File: src/sv/ifec_pkg.sv
// Shared constants, types and helpers of the IMU / force EMA conditioner.
// No dependencies; every other file imports this package.
package ifec_pkg;

    localparam int NUM_AXES            = 6;
    localparam int ALPHA_W             = 9;
    localparam int ALPHA_FRAC          = 8;
    localparam logic [ALPHA_W-1:0] ALPHA_ONE = 9'd256;

    localparam int DEF_SAMPLE_WIDTH    = 16;
    localparam int DEF_ADC_WIDTH       = 12;
    localparam int DEF_FRAC_BITS       = 8;

    localparam logic [ALPHA_W-1:0] IMU_ALPHA_RST   = 9'd51;
    localparam logic [ALPHA_W-1:0] FORCE_ALPHA_RST = 9'd26;
    localparam int BASELINE_RST        = 0;
    localparam int GATE_RST            = 300;

    localparam int CFG_IDX_W           = 2;

    typedef enum logic [CFG_IDX_W-1:0] {
        CFG_IMU_ALPHA      = 2'd0,
        CFG_FORCE_ALPHA    = 2'd1,
        CFG_FORCE_BASELINE = 2'd2,
        CFG_GATE_THRESHOLD = 2'd3
    } t_cfg_idx;

    function automatic logic [ALPHA_W-1:0] clamp_alpha(input logic [ALPHA_W-1:0] a);
        return (a > ALPHA_ONE) ? ALPHA_ONE : a;
    endfunction

endpackage

File: src/sv/ifec_ema_lane.sv
// One exponential moving average lane: state register, load on first item,
// alpha-weighted update otherwise. Depends on ifec_pkg.
module ifec_ema_lane #(
    parameter int XW        = 16,
    parameter int FRAC_BITS = 8
) (
    input  logic                                i_clk,
    input  logic                                i_rst_n,
    input  logic                                i_en,
    input  logic                                i_first,
    input  logic [ifec_pkg::ALPHA_W-1:0]        i_alpha,
    input  logic signed [XW-1:0]                i_x,
    output logic signed [XW-1:0]                o_int
);
    import ifec_pkg::*;

    localparam int SW = XW + FRAC_BITS;
    localparam int DW = SW + 1;
    localparam int PW = DW + ALPHA_W + 1;

    logic signed [SW-1:0] r_state, n_state;
    logic signed [DW-1:0] w_target, w_diff;
    logic signed [PW-1:0] w_prod, w_step, w_sum;

    always_comb begin
        w_target = $signed({i_x[XW-1], i_x, {FRAC_BITS{1'b0}}});
        w_diff   = w_target - DW'(r_state);
        w_prod   = PW'($signed({1'b0, i_alpha})) * PW'(w_diff);
        w_step   = w_prod >>> ALPHA_FRAC;
        w_sum    = PW'(r_state) + w_step;
        if (i_first) begin
            n_state = $signed({i_x, {FRAC_BITS{1'b0}}});
        end else begin
            n_state = w_sum[SW-1:0];
        end
    end

    always_ff @(posedge i_clk) begin
        if (!i_rst_n) begin
            r_state <= '0;
        end else if (i_en) begin
            r_state <= n_state;
        end
    end

    assign o_int = r_state[SW-1:FRAC_BITS];

endmodule

File: src/sv/imu_force_ema_conditioner_unit.sv
// Top level of the IMU / force EMA conditioner: stream ports, configuration
// registers, input register and seven filter lanes. Depends on ifec_pkg, ifec_ema_lane.
// Result path: input register loaded at the accepting edge, then filter state register, which
// is also the result register, loaded when the item advances through the output handshake.
// Throughput: one item per cycle; the stall path is the result register handshake.
// Reset: clears valids and filter states, sets the first-item flag, loads register defaults.
module imu_force_ema_conditioner_unit #(
    parameter int SAMPLE_WIDTH = ifec_pkg::DEF_SAMPLE_WIDTH,
    parameter int ADC_WIDTH    = ifec_pkg::DEF_ADC_WIDTH,
    parameter int FRAC_BITS    = ifec_pkg::DEF_FRAC_BITS
) (
    input  logic                                i_clk,
    input  logic                                i_rst_n,
    // acc_x, acc_y, acc_z, gyro_x, gyro_y, gyro_z, force_sample, zero fill
    input  logic [((ifec_pkg::NUM_AXES*SAMPLE_WIDTH+ADC_WIDTH+7)/8)*8-1:0] i_s_tdata,
    input  logic                                i_s_tvalid,
    output logic                                o_s_tready,
    // smooth_acc_x .. smooth_gyro_z, gated_force, zero fill
    output logic [((ifec_pkg::NUM_AXES*SAMPLE_WIDTH+ADC_WIDTH+7)/8)*8-1:0] o_m_tdata,
    output logic                                o_m_tvalid,
    input  logic                                i_m_tready,
    input  logic                                i_cfg_we,
    input  logic [ifec_pkg::CFG_IDX_W-1:0]      i_cfg_idx,
    input  logic [((ADC_WIDTH > ifec_pkg::ALPHA_W) ? ADC_WIDTH : ifec_pkg::ALPHA_W)-1:0]
                                                i_cfg_data
);
    import ifec_pkg::*;

    localparam int FW = ADC_WIDTH + 1;

    logic [ALPHA_W-1:0]   r_imu_alpha, r_force_alpha;
    logic [ADC_WIDTH-1:0] r_baseline, r_gate;

    logic                           r_in_vld, r_out_vld, r_first;
    logic signed [SAMPLE_WIDTH-1:0] r_axis [NUM_AXES];
    logic [ADC_WIDTH-1:0]           r_force, n_force;
    logic [ADC_WIDTH-1:0]           w_fs;
    logic                           w_out_free, w_adv, w_accept;
    logic signed [SAMPLE_WIDTH-1:0] w_axis_int [NUM_AXES];
    logic signed [FW-1:0]           w_force_int;
    logic [ADC_WIDTH-1:0]           w_gated;
    logic [ALPHA_W-1:0]             w_imu_a, w_force_a;

    always_ff @(posedge i_clk) begin
        if (!i_rst_n) begin
            r_imu_alpha   <= IMU_ALPHA_RST;
            r_force_alpha <= FORCE_ALPHA_RST;
            r_baseline    <= ADC_WIDTH'(BASELINE_RST);
            r_gate        <= ADC_WIDTH'(GATE_RST);
        end else if (i_cfg_we) begin
            case (t_cfg_idx'(i_cfg_idx))
                CFG_IMU_ALPHA:      r_imu_alpha   <= i_cfg_data[ALPHA_W-1:0];
                CFG_FORCE_ALPHA:    r_force_alpha <= i_cfg_data[ALPHA_W-1:0];
                CFG_FORCE_BASELINE: r_baseline    <= i_cfg_data[ADC_WIDTH-1:0];
                CFG_GATE_THRESHOLD: r_gate        <= i_cfg_data[ADC_WIDTH-1:0];
                default: ;
            endcase
        end
    end

    assign w_out_free = !r_out_vld || i_m_tready;
    assign w_adv      = r_in_vld && w_out_free;
    assign o_s_tready = !r_in_vld || w_out_free;
    assign w_accept   = i_s_tvalid && o_s_tready;
    assign w_imu_a    = clamp_alpha(r_imu_alpha);
    assign w_force_a  = clamp_alpha(r_force_alpha);

    always_comb begin
        w_fs    = i_s_tdata[NUM_AXES*SAMPLE_WIDTH +: ADC_WIDTH];
        n_force = (w_fs > r_baseline) ? (w_fs - r_baseline) : '0;
    end

    always_ff @(posedge i_clk) begin
        if (!i_rst_n) begin
            r_in_vld  <= 1'b0;
            r_out_vld <= 1'b0;
            r_first   <= 1'b1;
        end else begin
            if (w_accept) begin
                r_in_vld <= 1'b1;
            end else if (w_adv) begin
                r_in_vld <= 1'b0;
            end
            if (w_adv) begin
                r_out_vld <= 1'b1;
                r_first   <= 1'b0;
            end else if (i_m_tready) begin
                r_out_vld <= 1'b0;
            end
        end
    end

    always_ff @(posedge i_clk) begin
        if (w_accept) begin
            for (int i = 0; i < NUM_AXES; i++) begin
                r_axis[i] <= $signed(i_s_tdata[i*SAMPLE_WIDTH +: SAMPLE_WIDTH]);
            end
            r_force <= n_force;
        end
    end

    for (genvar g = 0; g < NUM_AXES; g++) begin : g_axis
        ifec_ema_lane #(
            .XW        (SAMPLE_WIDTH),
            .FRAC_BITS (FRAC_BITS)
        ) u_lane (
            .i_clk   (i_clk),
            .i_rst_n (i_rst_n),
            .i_en    (w_adv),
            .i_first (r_first),
            .i_alpha (w_imu_a),
            .i_x     (r_axis[g]),
            .o_int   (w_axis_int[g])
        );
    end

    ifec_ema_lane #(
        .XW        (FW),
        .FRAC_BITS (FRAC_BITS)
    ) u_force_lane (
        .i_clk   (i_clk),
        .i_rst_n (i_rst_n),
        .i_en    (w_adv),
        .i_first (r_first),
        .i_alpha (w_force_a),
        .i_x     ($signed({1'b0, r_force})),
        .o_int   (w_force_int)
    );

    always_comb begin
        w_gated   = (w_force_int[ADC_WIDTH-1:0] < r_gate) ? '0 : w_force_int[ADC_WIDTH-1:0];
        o_m_tdata = '0;
        for (int i = 0; i < NUM_AXES; i++) begin
            o_m_tdata[i*SAMPLE_WIDTH +: SAMPLE_WIDTH] = w_axis_int[i];
        end
        o_m_tdata[NUM_AXES*SAMPLE_WIDTH +: ADC_WIDTH] = w_gated;
    end

    assign o_m_tvalid = r_out_vld;

    a_first_clears_on_adv: assert property (@(posedge i_clk) disable iff (!i_rst_n)
        $fell(r_first) |-> $past(w_adv))
        else $error("first-item flag cleared without a state update");

    a_ready_when_out_empty: assert property (@(posedge i_clk) disable iff (!i_rst_n)
        !r_out_vld |-> o_s_tready)
        else $error("input stalled with an empty result register");

    a_full_stall: assert property (@(posedge i_clk) disable iff (!i_rst_n)
        r_in_vld && r_out_vld && !i_m_tready |-> !o_s_tready)
        else $error("item accepted while both stages are held");

    a_gate_passes_value: assert property (@(posedge i_clk) disable iff (!i_rst_n)
        w_gated != '0 |-> w_gated == w_force_int[ADC_WIDTH-1:0])
        else $error("gated force differs from filtered force");

    a_force_nonneg: assert property (@(posedge i_clk) disable iff (!i_rst_n)
        r_out_vld |-> !w_force_int[FW-1])
        else $error("force filter state went negative");

endmodule

File: config.mk
export PLATFORM = sky130hd
export DESIGN_NAME = imu_force_ema_conditioner_unit
export DESIGN_NICKNAME = d
export VERILOG_FILES = /design/src/sv/ifec_pkg.sv /design/src/sv/ifec_ema_lane.sv /design/src/sv/imu_force_ema_conditioner_unit.sv
export SDC_FILE = /design/constraint.sdc
export NUM_CORES = 2
export LEC_CHECK = 0
export CAP_MARGIN = 20
export CORE_AREA = 5 5 383 347
export CTS_CLUSTER_SIZE = 20
export DETAILED_ROUTE_END_ITERATION = 16
export DIE_AREA = 0 0 388 352
export DONT_BUFFER_PORTS = 1
export GPL_ROUTABILITY_DRIVEN = 1
export PLACE_DENSITY_LB_ADDON = 0.05
export SLEW_MARGIN = 0
export SYNTH_ARGS = -nofsm -noshare
export SYNTH_HDL_FRONTEND = slang
export SYNTH_HIERARCHICAL = 1
export SYNTH_SLANG_ARGS = --single-unit
File: constraint.sdc
create_clock -name i_clk -period 9.5 [get_ports i_clk]
set_clock_uncertainty 0.15 [all_clocks]
set_input_delay 1.425 -clock i_clk [delete_from_list [all_inputs] [get_ports i_clk]]
set_output_delay 1.425 -clock i_clk [all_outputs]
set_load 0.01 [all_outputs]
# Word-level counts from Yosys, hierarchy flattened
# Memories as Yosys holds them, arrays and structs flattened.
# Index checks and enable logic that the tools add are counted.
# op_classes
addsub,15
n_mul,7
n_div,0
order_cmp,4
eq_ne,3
shift,0
muxes,16
n_bitwise,0
reduce_logical,13
# op_table
op,count
$mul A10 B25 Y32,6
$sub A24 B24 Y25,6
$add A24 B24 Y24,6
$mux W24,6
$mul A10 B22 Y29,1
$sub A21 B21 Y22,1
$add A21 B21 Y21,1
$mux W21,1
$gt A9 B9 Y1 const B,2
$mux W9,2
$gt A12 B12 Y1,1
$lt A12 B12 Y1,1
$mux W12,1
$sub A12 B12 Y12,1
$reduce_and A2 Y1,4
$mux W1,6
$eq A2 B2 Y1 const B,2
$reduce_bool A2 Y1,2
$eq A2 B1 Y1 const B,1
$logic_and A1 B1 Y1,2
$logic_not A1 Y1,2
$logic_not A2 Y1,1
$logic_or A1 B1 Y1,2
# totals
ff_bits,222
latchBits,0
ramBits,96
romBits,0
input_bits,131
word_cells,74
memories,1
# memory_table
memory,depth,width,rd,rd_clocked_by_memory_dff,write_ports,line_no,text
r_axis,6,16,6,0,6,imu_force_ema_conditioner_unit.sv:35,logic signed [SAMPLE_WIDTH-1:0] r_axis [NUM_AXES];

# Longest topological paths before layout
# logic_depth
word_depth,6
mapped_depth,40

# Cells and area by module
# The synthesis kept the hierarchy.
# by_module_without_submodules
module,n_inst,cells_per_inst,area_each_um2,seq_area_each_um2
ifec_ema_lane (g_axis[0].u_lane ...),2,1205,10201.0,480.5
ifec_ema_lane (g_axis[5].u_lane),1,1227,10297.4,480.5
ifec_ema_lane (g_axis[2].u_lane),1,1228,10223.6,480.5
ifec_ema_lane (g_axis[3].u_lane),1,1213,10216.0,480.5
ifec_ema_lane (g_axis[4].u_lane),1,1202,10141.0,480.5
ifec_ema_lane (u_force_lane),1,1073,8966.1,420.4
imu_force_ema_conditioner_unit,1,504,6168.4,4144.0

# Worst setup path before layout
# OpenSTA, ideal clock, no wires.
# synth_timing
kind,flip-flop to flip-flop
from,register g_axis[2].u_lane.r_state[0]
to,register g_axis[2].u_lane.r_state[23]
arrival_time_ps,8943
setup_slack_ps,325
stages_incl_launch_ff,38
path_buffers,1
path_cell_list,dfxtp_1 clkbuf_1 inv_1 ha_1 nor4b_1 a2111oi_2 o21ai_0 a31o_2 a21oi_1 o21bai_1 a21oi_1 xnor2_1 nand2_1 fa_1 inv_1 fa_1 fa_1 fa_1 [... 2 more ...] inv_1 ha_1 and3_1 nor3b_1 a211oi_1 nor2b_1 nor3_1 a31oi_1 and2_1 o21a_1 nor2_1 xnor2_1 ha_1 nor2_1 a311o_2 o21a_1 or3_2 o2111ai_1
# synth_via
elab_chain_len,4
# synth_rtl
element,line_no,text
from (decl),ifec_ema_lane.sv:21,"logic signed [SW-1:0] r_state, n_state;"
from (signal assigned),ifec_ema_lane.sv:42,r_state <= n_state;
$sub A24 B24 Y25,ifec_ema_lane.sv:27,w_diff = w_target - DW'(r_state);
$mul A10 B25 Y32,ifec_ema_lane.sv:28,"w_prod = PW'($signed({1'b0, i_alpha})) * PW'(w_diff);"
$add A24 B24 Y24 *,ifec_ema_lane.sv:30,w_sum = PW'(r_state) + w_step;
$mux W24 *,ifec_ema_lane.sv:31,if (i_first) begin
# Mark *: on every way between the ends. The rest lies on a longest branch, timed or not.
# A chain may end at the register's enable or synchronous reset.

==> flow_summary.ini <==
[clocking]
root_buffer = clkbuf_16
hold_buffers = 0
cts_tree = built
clock_latency_ps = 650
htree_levels = 2
cts.sinks = 318
clk_path_buf_depth = 3
path_clk_slew_ps = 60
numCtsBuffers = 44

[routing]
remaining_drc_errors = 0
drtIter0Drc = 3421
wl_um = 194000
drt-wirelength-per-cell_um = 18.1
drtAntennaViolNets = 0
route.vias.total = 59600
vias_per_cell = 5.57
firstDrtPassIters = 6

[outcome]
status = finished, final reports clean

[logic_synthesis]
syn_area_um2 = 76400
syn-instance-count = 8856
syn_area_per_cell_um2 = 8.63
yosysWarningCount = 6

[die]
row_count = 125
ios = 245
coreArea_um2 = 128000
die_h_um = 352
die_w_um = 388
start_util_pct = 59.5
dieArea_um2 = 137000

[worst_hold_path]
hp-class = reg -> reg
hold_depth = 2

[critical_path]
cp_top_family = adder cells
path_max_fanout = 7
reg2reg_depth = 35
required_ps = 9860
cp_data_arrival_time_ps = 9540
worst_path_most_repeated_cell = fa_1
start_kind = register
crit_buf_inv = 4
cp.depth = 35
max_stage_delay_ps = 570
criticalPathCategory = reg -> reg
cp_slowest_cell = fa_1
endpoint_kind = register

[sta]
slew_headroom_pct = 36.2
tightest_slew_ps = 951
setup_viol = 0
whs_ps = 309
fin_crit_ps = 9180
rsz0062_at_grt = true
period_share_pct = 96.6
finalSetupTns_ps = 0
drv_slew = 0
max_freq_ghz = 0.109
finalHoldViolCount = 0

[grt]
grt_antenna_before_repair = 6
grt.total_usage_pct = 28.4
grt_pass1_vias = 61300
grt_pass1_wl_um = 321000
grt.overflow.total = 0
grt_max_degree = 190

[placed_design]
io_buffers = 0
dpl.hpwl_um = 151000
gp_congestion = 0.916

[flow_run]
maxCapViolCount = 0

[final_layout]
nets = 11000
drive_gt1_share_pct = 9.02
area_delta_synth_final_pct = 8.02
==> metrics by stage <==
stage	utilization (%)	cells	setup WS [ps]	cell area, um^2
2_1_floorplan	-	8862	325	76400
3_3_place_gp	61.9	10600	-50.4	79400
4_1_cts	63.0	10600	17.3	80900
5_1_grt	64.3	10700	-95.9	82500
6_report	64.3	10700	319	82500
3_5_place_dp	61.9	10600	-166	79400
==> layout make-up <==
type                            count  area, um^2
Tap cell                         1714        2140
Multi-Input combinational cell   6612       62400
Antenna cell                        1        2.50
Clock buffer                       57        1220
Fill cell                       11100       45900
Timing Repair Buffer              398        3160
Sequential cell                   318        7470
Inverter                         1574        5910
Clock inverter                     25         240
==> state kept, by name, indices dropped and copies added, names as in the netlist <==
name                   flops
o_m_tvalid                 1
r_in_vld                   1
r_baseline                12
r_axis                    96
r_imu_alpha                9
r_first                    1
u_force_lane/r_state      21
g_axis.u_lane/r_state    144
r_gate                    12
r_force                   12
r_force_alpha              9
==> metal layers <==
layer	vias up	track usage, %	part of all wire [%]
met2	1442	46.0	46
met5	-	0	0.0067
li1	28300	-	-
met4	2	6.03	2.0
met3	220	4.47	6.3
met1	29600	40.7	46
==> placed cells by master (no fill, tap or decap), drive strengths merged, types with 210 or more instances in the layout <==
| master | count |
|---|---|
| buf | 397 |
| nand2 | 1133 |
| inv | 1581 |
| o21ai | 240 |
| fa | 1191 |
| and2 | 810 |
| xnor2 | 327 |
| ha | 773 |
| a21oi | 405 |
| nor2 | 328 |
| dfxtp | 210 |
==> final timing paths <==
check | from | end | slack (ps)
max | r_axis[1][0] | g_axis[1].u_lane/r_state[23] | 320
min | r_force_alpha[2] | r_force_alpha[2] | 310
max reg2reg | r_axis[1][0] | g_axis[1].u_lane/r_state[23] | 320
min reg2reg | r_force_alpha[2] | r_force_alpha[2] | 310
==> what timing repair did <==
item / in CTS / in global routing
resized for setup: 7 / 217
hold endpoints to repair: 0 / 0
pin swaps: 1 / 94
setup buffers: 1 / 57
setup endpoints to repair: 8 / 35
==> worst min-delay path: stages, from the launching register on <==
cell,delay [ps]
dfxtp_1,300
nand2_1,40
a21boi_0,60
Power is left out: the tool's default activity adds up to more than one toggle a clock period on the data nets, which glitch-free logic cannot reach.
